**config.mk**
```make
export PLATFORM = sky130hd
export DESIGN_NAME = ps2_mouse_cursor_tracker
export DESIGN_NICKNAME = d
export VERILOG_FILES = /design/src/design/ps2mct_pkg.sv /design/src/design/ps2mct_framer.sv /design/src/design/ps2mct_queue.sv /design/src/design/ps2mct_motion.sv /design/src/design/ps2_mouse_cursor_tracker.sv
export VERILOG_INCLUDE_DIRS = /design/src /design/src/design
export SDC_FILE = /design/constraint.sdc
export NUM_CORES = 1
export LEC_CHECK = 0
export BUFFER_PORTS_ARGS = -buffer_cell sky130_fd_sc_hd__clkbuf_2
export CAP_MARGIN = 20
export CORE_ASPECT_RATIO = 1.1
export CORE_MARGIN = 2
export CORE_UTILIZATION = 50
export CTS_BUF_LIST = sky130_fd_sc_hd__clkbuf_16
export DETAILED_ROUTE_END_ITERATION = 10
export GPL_TIMING_DRIVEN = 0
export PLACE_DENSITY = 0.74
export SYNTH_ARGS = -nofsm -noshare
export SYNTH_HDL_FRONTEND = slang
export SYNTH_SLANG_ARGS = --single-unit
```
**constraint.sdc**
```tcl
create_clock -name i_clk -period 18.43 [get_ports i_clk]
set_clock_uncertainty 0.2 [all_clocks]
set_input_delay 3.686 -clock i_clk [delete_from_list [all_inputs] [get_ports i_clk]]
set_output_delay 3.686 -clock i_clk [all_outputs]
set_load 0.05 [all_outputs]
```
**src/design/ps2_mouse_cursor_tracker_defines.svh**
```systemverilog
// Assertion helpers for the cursor tracker.
`ifndef PS2_MOUSE_CURSOR_TRACKER_DEFINES_SVH
`define PS2_MOUSE_CURSOR_TRACKER_DEFINES_SVH

`ifndef SYNTHESIS

// Condition that must hold at every clock edge out of reset.
`define PS2MCT_ASSERT(lbl, cond) \
    lbl: assert property (@(posedge i_clk) disable iff (!i_rst_n) (cond)) \
        else $error("ps2mct: check failed");

// Antecedent in one cycle implies consequent in the next.
`define PS2MCT_ASSERT_NEXT(lbl, ante, cons) \
    lbl: assert property (@(posedge i_clk) disable iff (!i_rst_n) (ante) |=> (cons)) \
        else $error("ps2mct: check failed");

`else

`define PS2MCT_ASSERT(lbl, cond)
`define PS2MCT_ASSERT_NEXT(lbl, ante, cons)

`endif

`endif

```
**src/design/ps2mct_pkg.sv**
```systemverilog
package ps2mct_pkg;

    localparam int COORD_BITS = 12;
    localparam int SIZE_W     = COORD_BITS + 1;
    localparam int REG_W      = 13;
    localparam int CFG_IDX_W  = 2;

    localparam logic [CFG_IDX_W-1:0] REG_SCREEN_WIDTH  = 2'd0;
    localparam logic [CFG_IDX_W-1:0] REG_SCREEN_HEIGHT = 2'd1;

    localparam logic [REG_W-1:0] WIDTH_RESET  = 13'd1024;
    localparam logic [REG_W-1:0] HEIGHT_RESET = 13'd768;

    // flags byte bit positions
    localparam int LEFT_BIT   = 0;
    localparam int RIGHT_BIT  = 1;
    localparam int MIDDLE_BIT = 2;
    localparam int SYNC_BIT   = 3;
    localparam int X_SIGN_BIT = 4;
    localparam int Y_SIGN_BIT = 5;
    localparam int X_OVF_BIT  = 6;
    localparam int Y_OVF_BIT  = 7;

    localparam int QDEPTH = 2;
    localparam int QPTR_W = (QDEPTH > 1) ? $clog2(QDEPTH) : 1;
    localparam int QCNT_W = $clog2(QDEPTH + 1);

    typedef struct packed {
        logic [7:0] flags;
        logic [7:0] dx;
        logic [7:0] dy;
    } t_packet;

    typedef struct packed {
        logic                 we;
        logic [CFG_IDX_W-1:0] idx;
        logic [REG_W-1:0]     data;
    } t_cfg_wr;

endpackage

```
**src/design/ps2mct_framer.sv**
```systemverilog
module ps2mct_framer (
    input  logic                i_clk,
    input  logic                i_rst_n,
    input  logic                i_accept,
    input  logic [7:0]          i_rx_byte,
    output logic                o_q_push,
    output ps2mct_pkg::t_packet o_q_data
);
    import ps2mct_pkg::*;

    localparam logic [1:0] PH_FLAGS = 2'd0;
    localparam logic [1:0] PH_DX    = 2'd1;
    localparam logic [1:0] PH_DY    = 2'd2;

    logic [1:0] r_phase, n_phase;
    logic [7:0] r_flags, n_flags;
    logic [7:0] r_dx, n_dx;

    always_comb begin
        n_phase  = r_phase;
        n_flags  = r_flags;
        n_dx     = r_dx;
        o_q_push = 1'b0;
        if (i_accept) begin
            case (r_phase)
                PH_DX: begin
                    n_dx    = i_rx_byte;
                    n_phase = PH_DY;
                end
                PH_DY: begin
                    o_q_push = 1'b1;
                    n_phase  = PH_FLAGS;
                end
                default: begin
                    // byte without the sync bit is dropped to regain framing
                    if (i_rx_byte[SYNC_BIT]) begin
                        n_flags = i_rx_byte;
                        n_phase = PH_DX;
                    end else begin
                        n_phase = PH_FLAGS;
                    end
                end
            endcase
        end
    end

    assign o_q_data.flags = r_flags;
    assign o_q_data.dx    = r_dx;
    assign o_q_data.dy    = i_rx_byte;

    always_ff @(posedge i_clk) begin
        if (!i_rst_n) begin
            r_phase <= PH_FLAGS;
            r_flags <= '0;
            r_dx    <= '0;
        end else begin
            r_phase <= n_phase;
            r_flags <= n_flags;
            r_dx    <= n_dx;
        end
    end

endmodule

```
**src/design/ps2mct_queue.sv**
```systemverilog
module ps2mct_queue (
    input  logic                i_clk,
    input  logic                i_rst_n,
    input  logic                i_push,
    input  ps2mct_pkg::t_packet i_data,
    input  logic                i_pop,
    output ps2mct_pkg::t_packet o_data,
    output logic                o_full,
    output logic                o_empty
);
    import ps2mct_pkg::*;

    t_packet            r_mem [QDEPTH];
    logic [QPTR_W-1:0]  r_wr_ptr, r_rd_ptr;
    logic [QCNT_W-1:0]  r_count;
    logic               do_push, do_pop;

    assign o_full  = (r_count == QCNT_W'(QDEPTH));
    assign o_empty = (r_count == '0);
    assign do_push = i_push && !o_full;
    assign do_pop  = i_pop && !o_empty;
    assign o_data  = r_mem[r_rd_ptr];

    always_ff @(posedge i_clk) begin
        if (do_push) begin
            r_mem[r_wr_ptr] <= i_data;
        end
    end

    always_ff @(posedge i_clk) begin
        if (!i_rst_n) begin
            r_wr_ptr <= '0;
            r_rd_ptr <= '0;
            r_count  <= '0;
        end else begin
            if (do_push) begin
                r_wr_ptr <= (r_wr_ptr == QPTR_W'(QDEPTH - 1)) ? '0 : r_wr_ptr + 1'b1;
            end
            if (do_pop) begin
                r_rd_ptr <= (r_rd_ptr == QPTR_W'(QDEPTH - 1)) ? '0 : r_rd_ptr + 1'b1;
            end
            case ({do_push, do_pop})
                2'b10:   r_count <= r_count + 1'b1;
                2'b01:   r_count <= r_count - 1'b1;
                default: r_count <= r_count;
            endcase
        end
    end

endmodule

```
**src/design/ps2mct_motion.sv**
```systemverilog
module ps2mct_motion (
    input  logic                         i_clk,
    input  logic                         i_rst_n,
    input  ps2mct_pkg::t_cfg_wr          i_cfg,
    input  ps2mct_pkg::t_packet          i_q_data,
    input  logic                         i_q_empty,
    output logic                         o_q_pop,
    input  logic                         i_pop,
    output logic                         o_empty,
    output logic [ps2mct_pkg::COORD_BITS-1:0] o_cursor_x,
    output logic [ps2mct_pkg::COORD_BITS-1:0] o_cursor_y,
    output logic                         o_left_pressed,
    output logic                         o_right_pressed,
    output logic                         o_middle_pressed,
    output logic                         o_motion_dropped
);
    import ps2mct_pkg::*;

    localparam int SUM_W = COORD_BITS + 3;
    localparam int CMP_W = (SIZE_W > REG_W) ? SIZE_W : REG_W;

    function automatic logic [SIZE_W-1:0] eff_size(input logic [REG_W-1:0] v);
        logic [CMP_W-1:0] vw;
        logic [CMP_W-1:0] lim;
        vw  = CMP_W'(v);
        lim = CMP_W'(1) << COORD_BITS;
        if (vw == '0) begin
            return SIZE_W'(1);
        end else if (vw > lim) begin
            return SIZE_W'(lim);
        end else begin
            return SIZE_W'(vw);
        end
    endfunction

    function automatic logic [COORD_BITS-1:0] half(input logic [SIZE_W-1:0] s);
        return s[SIZE_W-1:1];
    endfunction

    function automatic logic [COORD_BITS-1:0] move_axis(
        input logic [COORD_BITS-1:0] pos,
        input logic [7:0]            raw,
        input logic                  neg,
        input logic                  invert,
        input logic [SIZE_W-1:0]     size
    );
        logic signed [SUM_W-1:0] d;
        logic signed [SUM_W-1:0] p;
        logic signed [SUM_W-1:0] lim;
        d = signed'({{(SUM_W-8){neg}}, raw});
        if (invert) begin
            d = -d;
        end
        p   = signed'(SUM_W'(pos)) + (d <<< 1);
        lim = signed'(SUM_W'(size)) - SUM_W'(1);
        if (p < 0) begin
            p = '0;
        end
        if (p > lim) begin
            p = lim;
        end
        return p[COORD_BITS-1:0];
    endfunction

    logic [SIZE_W-1:0]     r_size_x, r_size_y, n_size_x, n_size_y;
    logic [COORD_BITS-1:0] r_pos_x, r_pos_y, n_pos_x, n_pos_y;
    logic                  r_out_valid;
    logic [COORD_BITS-1:0] r_out_x, r_out_y;
    logic [2:0]            r_out_btn;
    logic                  r_out_drop;
    logic                  take;
    logic                  dropped;
    logic [COORD_BITS-1:0] mv_x, mv_y;

    // next packet moves into the output register as soon as it is free or leaving
    assign take    = !i_q_empty && (!r_out_valid || i_pop);
    assign o_q_pop = take;
    assign dropped = i_q_data.flags[X_OVF_BIT] || i_q_data.flags[Y_OVF_BIT];

    assign mv_x = move_axis(r_pos_x, i_q_data.dx, i_q_data.flags[X_SIGN_BIT],
                            1'b0, r_size_x);
    assign mv_y = move_axis(r_pos_y, i_q_data.dy, i_q_data.flags[Y_SIGN_BIT],
                            1'b1, r_size_y);

    always_comb begin
        n_size_x = r_size_x;
        n_size_y = r_size_y;
        n_pos_x  = r_pos_x;
        n_pos_y  = r_pos_y;
        if (i_cfg.we) begin
            case (i_cfg.idx)
                REG_SCREEN_WIDTH: begin
                    n_size_x = eff_size(i_cfg.data);
                    n_pos_x  = half(eff_size(i_cfg.data));
                    n_pos_y  = half(r_size_y);
                end
                REG_SCREEN_HEIGHT: begin
                    n_size_y = eff_size(i_cfg.data);
                    n_pos_x  = half(r_size_x);
                    n_pos_y  = half(eff_size(i_cfg.data));
                end
                default: begin
                    n_size_x = r_size_x;
                end
            endcase
        end else if (take && !dropped) begin
            n_pos_x = mv_x;
            n_pos_y = mv_y;
        end
    end

    always_ff @(posedge i_clk) begin
        if (!i_rst_n) begin
            r_size_x    <= eff_size(WIDTH_RESET);
            r_size_y    <= eff_size(HEIGHT_RESET);
            r_pos_x     <= half(eff_size(WIDTH_RESET));
            r_pos_y     <= half(eff_size(HEIGHT_RESET));
            r_out_valid <= 1'b0;
        end else begin
            r_size_x <= n_size_x;
            r_size_y <= n_size_y;
            r_pos_x  <= n_pos_x;
            r_pos_y  <= n_pos_y;
            if (take) begin
                r_out_valid <= 1'b1;
            end else if (i_pop) begin
                r_out_valid <= 1'b0;
            end
        end
    end

    always_ff @(posedge i_clk) begin
        if (take) begin
            r_out_x    <= dropped ? r_pos_x : mv_x;
            r_out_y    <= dropped ? r_pos_y : mv_y;
            r_out_btn  <= i_q_data.flags[2:0];
            r_out_drop <= dropped;
        end
    end

    assign o_empty          = !r_out_valid;
    assign o_cursor_x       = r_out_x;
    assign o_cursor_y       = r_out_y;
    assign o_left_pressed   = r_out_btn[LEFT_BIT];
    assign o_right_pressed  = r_out_btn[RIGHT_BIT];
    assign o_middle_pressed = r_out_btn[MIDDLE_BIT];
    assign o_motion_dropped = r_out_drop;

endmodule

```
**src/design/ps2_mouse_cursor_tracker.sv**
```systemverilog
// PS/2 mouse packet decoder with cursor tracking. One byte is taken per cycle
// while full is low; every third byte of a framed packet yields one result,
// which passes through the packet queue into the output register before it
// appears on the result ports, and is held there until popped. A first byte
// lacking the sync bit is dropped to regain framing. The back end does one
// add-and-clamp per axis per cycle, so one packet a cycle is drained while
// results are being popped; a two-entry queue lets the byte side keep running
// while the result side stalls. Writing either screen size recentres the
// cursor; sizes of zero act as one and sizes above the coordinate range are
// capped at it. Sizes may only be written while no packet is in flight.
`include "ps2_mouse_cursor_tracker_defines.svh"

module ps2_mouse_cursor_tracker (
    input  logic                                i_clk,
    input  logic                                i_rst_n,
    input  logic                                push,
    output logic                                full,
    input  logic [7:0]                          i_rx_byte,
    output logic                                empty,
    input  logic                                pop,
    output logic [ps2mct_pkg::COORD_BITS-1:0]   o_cursor_x,
    output logic [ps2mct_pkg::COORD_BITS-1:0]   o_cursor_y,
    output logic                                o_left_pressed,
    output logic                                o_right_pressed,
    output logic                                o_middle_pressed,
    output logic                                o_motion_dropped,
    input  logic                                i_cfg_we,
    input  logic [ps2mct_pkg::CFG_IDX_W-1:0]    i_cfg_idx,
    input  logic [ps2mct_pkg::REG_W-1:0]        i_cfg_data
);
    import ps2mct_pkg::*;

    logic    accept;
    logic    q_push, q_pop, q_full, q_empty;
    t_packet q_in, q_out;
    t_cfg_wr cfg;

    assign full   = q_full;
    assign accept = push && !q_full;

    assign cfg.we   = i_cfg_we;
    assign cfg.idx  = i_cfg_idx;
    assign cfg.data = i_cfg_data;

    ps2mct_framer u_framer (
        .i_clk     (i_clk),
        .i_rst_n   (i_rst_n),
        .i_accept  (accept),
        .i_rx_byte (i_rx_byte),
        .o_q_push  (q_push),
        .o_q_data  (q_in)
    );

    ps2mct_queue u_queue (
        .i_clk   (i_clk),
        .i_rst_n (i_rst_n),
        .i_push  (q_push),
        .i_data  (q_in),
        .i_pop   (q_pop),
        .o_data  (q_out),
        .o_full  (q_full),
        .o_empty (q_empty)
    );

    ps2mct_motion u_motion (
        .i_clk            (i_clk),
        .i_rst_n          (i_rst_n),
        .i_cfg            (cfg),
        .i_q_data         (q_out),
        .i_q_empty        (q_empty),
        .o_q_pop          (q_pop),
        .i_pop            (pop),
        .o_empty          (empty),
        .o_cursor_x       (o_cursor_x),
        .o_cursor_y       (o_cursor_y),
        .o_left_pressed   (o_left_pressed),
        .o_right_pressed  (o_right_pressed),
        .o_middle_pressed (o_middle_pressed),
        .o_motion_dropped (o_motion_dropped)
    );

    // framer only completes a packet on an accepted byte, so never into a full queue
    `PS2MCT_ASSERT(a_no_push_when_full, !(q_push && q_full))
    `PS2MCT_ASSERT(a_no_pop_when_empty, !(q_pop && q_empty))
    // a pushed beat is still queued or already moved on, never lost
    `PS2MCT_ASSERT_NEXT(a_push_lands, q_push, !q_empty || !empty)

endmodule
```
; After elaboration in Yosys (flattened, before gate mapping)
; Memory sizes are Yosys's and may differ from the RTL's. A register that Yosys moved wholly into a read port is not among the register bits.
; Index checks and enable logic that the tools add are counted.
; W data, S select, Z words.
[word_totals]
out_inout_bits = 30
word_cells = 88
register_bits = 101
mem_bits_rw = 48
inputBits = 28
n_memories = 1
[mem_list]
columns = memory, words, word_bits, read_ports, rd_clocked_by_memory_dff, wr, line_no
row1 = u_queue.r_mem, 2, 24, 1, 1, 1, ps2mct_queue.sv:13  ; t_packet r_mem [QDEPTH];
[classes]
n_bitwise = 1
reduce_logical = 23
n_eq_ne = 7
n_addsub = 9
magnitude_cmp = 5
muxes = 27
[op_table]
columns = operator, n
row1 = $mux W12, 8
row2 = $pmux W12 S2, 2
row3 = $gt A15 B14 Y1, 2
row4 = $mux W15, 2
row5 = $sub A13 B1 Y14 const B, 2
row6 = $mux W13, 2
row7 = $add A13 B15 Y15, 1
row8 = $lt A15 B1 Y1 const B, 1
row9 = $add A13 B10 Y14, 1
row10 = $lt A14 B1 Y1 const B, 1
row11 = $neg A9 Y14, 1
row12 = $gt A13 B13 Y1 const B, 1
row13 = $logic_not A13 Y1, 1
row14 = $mux W1, 11
row15 = $pmux W2 S2, 2
row16 = $reduce_and A2 Y1, 4
row17 = $eq A2 B1 Y1 const B, 3
row18 = $eq A2 B2 Y1 const B, 3
row19 = $reduce_bool A2 Y1, 3
row20 = $logic_and A1 B1 Y1, 5
row21 = $logic_not A1 Y1, 4
row22 = $logic_not A2 Y1, 2
row23 = $ne A3 B1 Y1 const B, 1
row24 = $reduce_and A3 Y1, 1
row25 = other kinds (6), 8

; Depth between registers and ports, before layout
[depth]
word_depth = 8
ltp_mapped = 29
ltp_nobuf = 24

; Cells and area by module
; Synthesis repeated with hierarchy kept, for this count alone.
[hier_totals]
hier_cells = 958
hier_area_um2 = 9057.4
[modules_own_cells]
columns = mod, area_per_inst_um2, n_inst, cells_each, seq_area_each_um2
row1 = ps2mct_motion, 6223.5, 1, 765, 1861.8
row2 = ps2mct_queue, 1963.1, 1, 101, 1541.5
row3 = ps2mct_framer, 857.1, 1, 91, 360.3
row4 = ps2_mouse_cursor_tracker, 13.8, 1, 1, 0.0

; Worst setup path before layout
; OpenSTA, ideal clock, no wires.
[synth_path]
kind = register to register
startpoint = reg (tool-made name)
endpoint = reg u_motion.r_out_y[0], in the netlist u_motion.o_cursor_y[0], data pin
path_buffers = 6
setup_slack_ns = 11.708
setup_time_ns = 0.256
t_arrival_ns = 6.266
path_stages_with_launch = 29
path_cell_list = dfxtp_1 -> buf_6 -> clkbuf_1 -> clkbuf_1 -> buf_1 -> mux2i_1 -> ha_1 -> o221ai_1 -> or2_2 -> xnor2_1 -> ha_1 -> nand2_1 -> a211oi_1 -> a21oi_1 -> o22ai_1 -> clkbuf_1 -> nand2_1 -> inv_1 -> ha_1 -> a21oi_1 -> o21ai_0 -> o211ai_1 -> a2bb2oi_1 -> o31ai_4 -> or2_2 -> o21a_4 -> buf_6 -> a21o_1 -> a22o_1
[synth_rtl]
columns = element, line_no
row1 = "end signal, assigned", ps2mct_motion.sv:135  ; r_out_y <= dropped ? r_pos_y : mv_y;
row2 = "end, declared", ps2mct_motion.sv:68  ; logic [COORD_BITS-1:0] r_out_x, r_out_y;

==> results <==
- The flow ran to the end, and the final reports show no timing, DRC or antenna violations.
- The wire length per cell after detailed routing is 18.7 µm.
- The die is 131 µm wide.
- The number of buffers added to fix hold violations after cts is 0.
- The total clock sinks is 147.
- The floorplan has 50 rows.
- The share of the cycle needed by the critical path after routing is 0.463.
- The synthesis-stage register bit count is about 150.
- The leakage power total is 4.07 nW.
- The routed layout has 7573 vias.
- After detailed placement, the total cell area comes to 0.00941 mm².
- The number of gates resized after CTS was 0.
- The sort of element at the end of the critical path is a register.
- The post-synth design cell area is just under 0.009 mm².
- The hold violation total from the final report is 0.
- Adding up every negative setup slack in the final design gives 0 ns.
- For this run, the total global-route usage over all layers was measured as 0.263.
- Counting I/O delays and the setup requirement, the final critical path takes between 8 and 9 ns.
- The number of buffers between clock root and the deepest sink is 2.
- Counting every net in the synthesized netlist gives just over 1000.
- The count of antenna diodes in the layout is 0.
- Of the cells placed in the final design, the portion with a size suffix greater than 1 is 0.124.
- The critical path class is reg2reg.
- The top cell type's share of synthesized area is 0.252.
- For this run, the post-layout net count is roughly 1100.
- The path class of the tightest hold or removal check is reg2reg.
- The number of antenna violations at the first check in global routing is 0.
- The DRC violations left is 0.
- The clock latency of the later-clocked register in the worst-skew pair is 0.43 ns.
- For this run, asynchronously set or reset flops after synthesis account for 0.
- Synthesis produced about 940 cells.
- The synthesis-to-finish area growth is 14.4%.
- CTS built an H-tree with a depth of 4.
- At the end of routability-driven placement, the weighted congestion stood at 0.932.
- The first global-routing pass estimated 37100 µm of wire.
- The worst path arrival time is 8.46 ns.
- The setup fix buffers added after clock tree synthesis is 0.
- The via count of the first global-routing pass is 6997.
- Measured against its own limit, the worst slew margin works out to 0.434.
- Summing all non-filler instances in the final layout gives an area of 0.0101 mm².
- The worst-case IR drop observed on VDD is 0.0726 mV.
- Fill cells in the final layout number around 1500.
- The proportion of synthesized chip area in sequential cells is 0.418.
- The slowest library cell on the worst path is sky130_fd_sc_hd__a211oi_1.
- In this run the count of I/O pins placed on the die edge is 58.
- The worst hold slack is 0.256 ns.
- The number of library cell types mapped by synthesis is 67.
- The final setup violation count is 0.
- In this run the standard cell core region covers roughly 0.017 mm².
- By area the synthesized netlist is led by sky130_fd_sc_hd__edfxtp_1, sky130_fd_sc_hd__dfxtp_1, sky130_fd_sc_hd__ha_1, sky130_fd_sc_hd__a21oi_1, sky130_fd_sc_hd__nand2_1.
- The number of DRC violations after detailed-routing iteration 0 is 654.
- The max-slew violation count came to 0.
- Setup repair after global routing left no endpoint under its margin.
- For this design the ratio of total power to cell area is approximately 130 mW/mm².
- Derived from the worst setup path, the maximum achievable clock frequency is roughly 120 MHz.
- Entering global routing, the biggest net connects 30 pins.
- CTS placed an instance of sky130_fd_sc_hd__clkbuf_16 at the clock tree root.
- The total power is 1.35 mW.
- The critical path required time is between 15 and 20 ns.
- After synthesis, the mean cell area works out to just over 9 µm².
- The transition time at the pin with the least slew margin is 0.849 ns.
- TritonCTS built the clock tree.
- The top fanout value on the critical path is 10.
- The sum of overflow across all layers after global routing is 0.
- Across the run, the number of max-cap violations was 0.
- The largest area contributor in the netlist is sky130_fd_sc_hd__edfxtp_1.
- The end-of-flow core utilization is 0.588.
- Dividing the detail-routed via count by the number of cells gives 5.96.
- During synthesis, Yosys emitted a total of 0 warnings.
- The number of clock buffers added by TritonCTS is 17.
- Among all flip-flop cells after synthesis, the most frequent one is sky130_fd_sc_hd__edfxtp_1.
- The first-pass iteration count of the detailed router is 5.
- The worst setup path is launched from a register.
- The area of the die is 0.0187 mm².
- The die span in y is 143 µm.
- The placed wire-length estimate after detailed placement is 17600 µm.
- The clock slew seen by the registers of the worst setup and hold paths is 0.07 ns.
- After detailed routing, the total wire length is 23700 µm.
- Once detail routing completed, the nets flagged for antenna violations numbered 0.
- The initial utilization of the core area, before any placement, comes to 0.514.
- Port buffering added between 50 and 60 buffers.
- The critical path's largest stage delay is 0.63 ns.
- Yosys mapped a number of flops with a built-in enable equal to between 70 and 80.
-- registers in the layout (all words and copies together) (netlist names), 3 cells and up, named ones only --
name,cells
u_queue.r_mem,46
u_motion.r_size_x,13
u_motion.r_size_y,13
u_motion.o_cursor_x,12
u_motion.o_cursor_y,12
u_motion.r_pos_x,12
u_motion.r_pos_y,12
u_framer.r_dx,8
u_framer.r_flags,7
u_motion.r_out_btn,3
-- critical path, delay by kind of cell, from the launching register on --
kind            cells  cell delay (ns)
buf+inv             8             2.88
compound gates      9             2.41
simple gates        5             0.92
fa+ha+maj           3             0.83
mux                 2             0.62
flops               1             0.33
-- cells by family after synthesis --
| logic type | count (synthesis) | share of synthesized area |
|---|---|---|
| XOR/XNOR | 48 | 0.0477 |
| buffers and inverters | 88 | 0.0393 |
| adder cells (fa/ha/maj) | 59 | 0.0855 |
| AND/OR/NAND/NOR | 304 | 0.166 |
| AO/OA/AOI/OAI | 250 | 0.186 |
| multiplexers | 48 | 0.0574 |
| flip-flops | 147 | 0.418 |
-- per-layer routing --
layer	vias to the layer above	wire length [µm]	global-route usage
met5	-	0	0
met4	0	944	0.124
met3	64	1670	0.0450
met2	320	11400	0.424
met1	3562	9750	0.343
li1	3627	-	-
-- through the flow --
stage	setup slack, ns	cells
2_1_floorplan	11.71	944
3_3_place_gp	9.96	1234
3_5_place_dp	9.93	1236
4_1_cts	9.90	1268
5_1_grt	9.29	1270
6_report	9.90	1270
-- layout by cell type (no fill, tap or decap), types with 17 or more instances in the layout --
cell	n
sky130_fd_sc_hd__nand2_1	112
sky130_fd_sc_hd__o21ai_0	37
sky130_fd_sc_hd__a21oi_1	93
sky130_fd_sc_hd__nor2_1	56
sky130_fd_sc_hd__clkbuf_16	17
sky130_fd_sc_hd__mux2_2	20
sky130_fd_sc_hd__a21o_1	20
sky130_fd_sc_hd__ha_1	57
sky130_fd_sc_hd__clkbuf_2	57
sky130_fd_sc_hd__dfxtp_1	73
sky130_fd_sc_hd__inv_1	44
sky130_fd_sc_hd__mux2i_1	28
sky130_fd_sc_hd__nand3_1	20
sky130_fd_sc_hd__nor3_1	20
sky130_fd_sc_hd__xor2_1	18
sky130_fd_sc_hd__clkbuf_1	36
sky130_fd_sc_hd__edfxtp_1	74
sky130_fd_sc_hd__and2_1	19
sky130_fd_sc_hd__xnor2_1	30
sky130_fd_sc_hd__a221oi_1	18
-- worst paths after layout --
check / slack [ns] / to / startpoint / cells after the start
setup / recovery: 9.90 / u_motion.o_cursor_x[4]$_DFFE_PP_ / register / 27
hold / removal: 0.26 / u_queue.r_mem[0][15]$_DFFE_PP_ / u_framer.r_dx[7]$_SDFFE_PN0P_ / 0
setup reg to reg: 9.90 / u_motion.o_cursor_x[4]$_DFFE_PP_ / register / 27
hold reg to reg: 0.26 / u_queue.r_mem[0][15]$_DFFE_PP_ / u_framer.r_dx[7]$_SDFFE_PN0P_ / 0
-- layout make-up --
type | count | area, µm² | area share
inverters | 45 | 169 | 0.0168
flip-flops and latches | 147 | 3680 | 0.365
clock inverters | 15 | 215 | 0.0213
multi-input cells | 709 | 4780 | 0.474
clock buffers | 17 | 425 | 0.0422
well taps | 234 | 293 | 0.0290
plain buffers | 43 | 178 | 0.0176
repair buffers | 60 | 335 | 0.0333
-- power by group --
part           switching [mW]  internal, mW
Combinational           0.365         0.202
Sequential             0.0200         0.390
Clock                   0.156         0.220
-- synthesized netlist by cell type, drive strengths merged, types with 3 or more instances --
cell type  instances
a2111oi            4
a211o              7
a211oi            14
a21o              20
a21oi             93
a221o              5
a221oi            18
a31oi              8
and2              19
and3              11
buf                7
clkbuf            36
dfxtp             73
edfxtp            74
ha                57
inv               45
mux2              20
mux2i             28
nand2            112
nand2b             9
nand3             21
nand3b             4
nand4              4
nor2              57
nor2b             14
nor3              20
nor3b              3
nor4              11
o211ai            11
o21a               4
o21ai             38
o31ai              4
or2                5
or3                7
xnor2             30
xor2              18
Note: power is estimated with default switching activity, not from simulation.
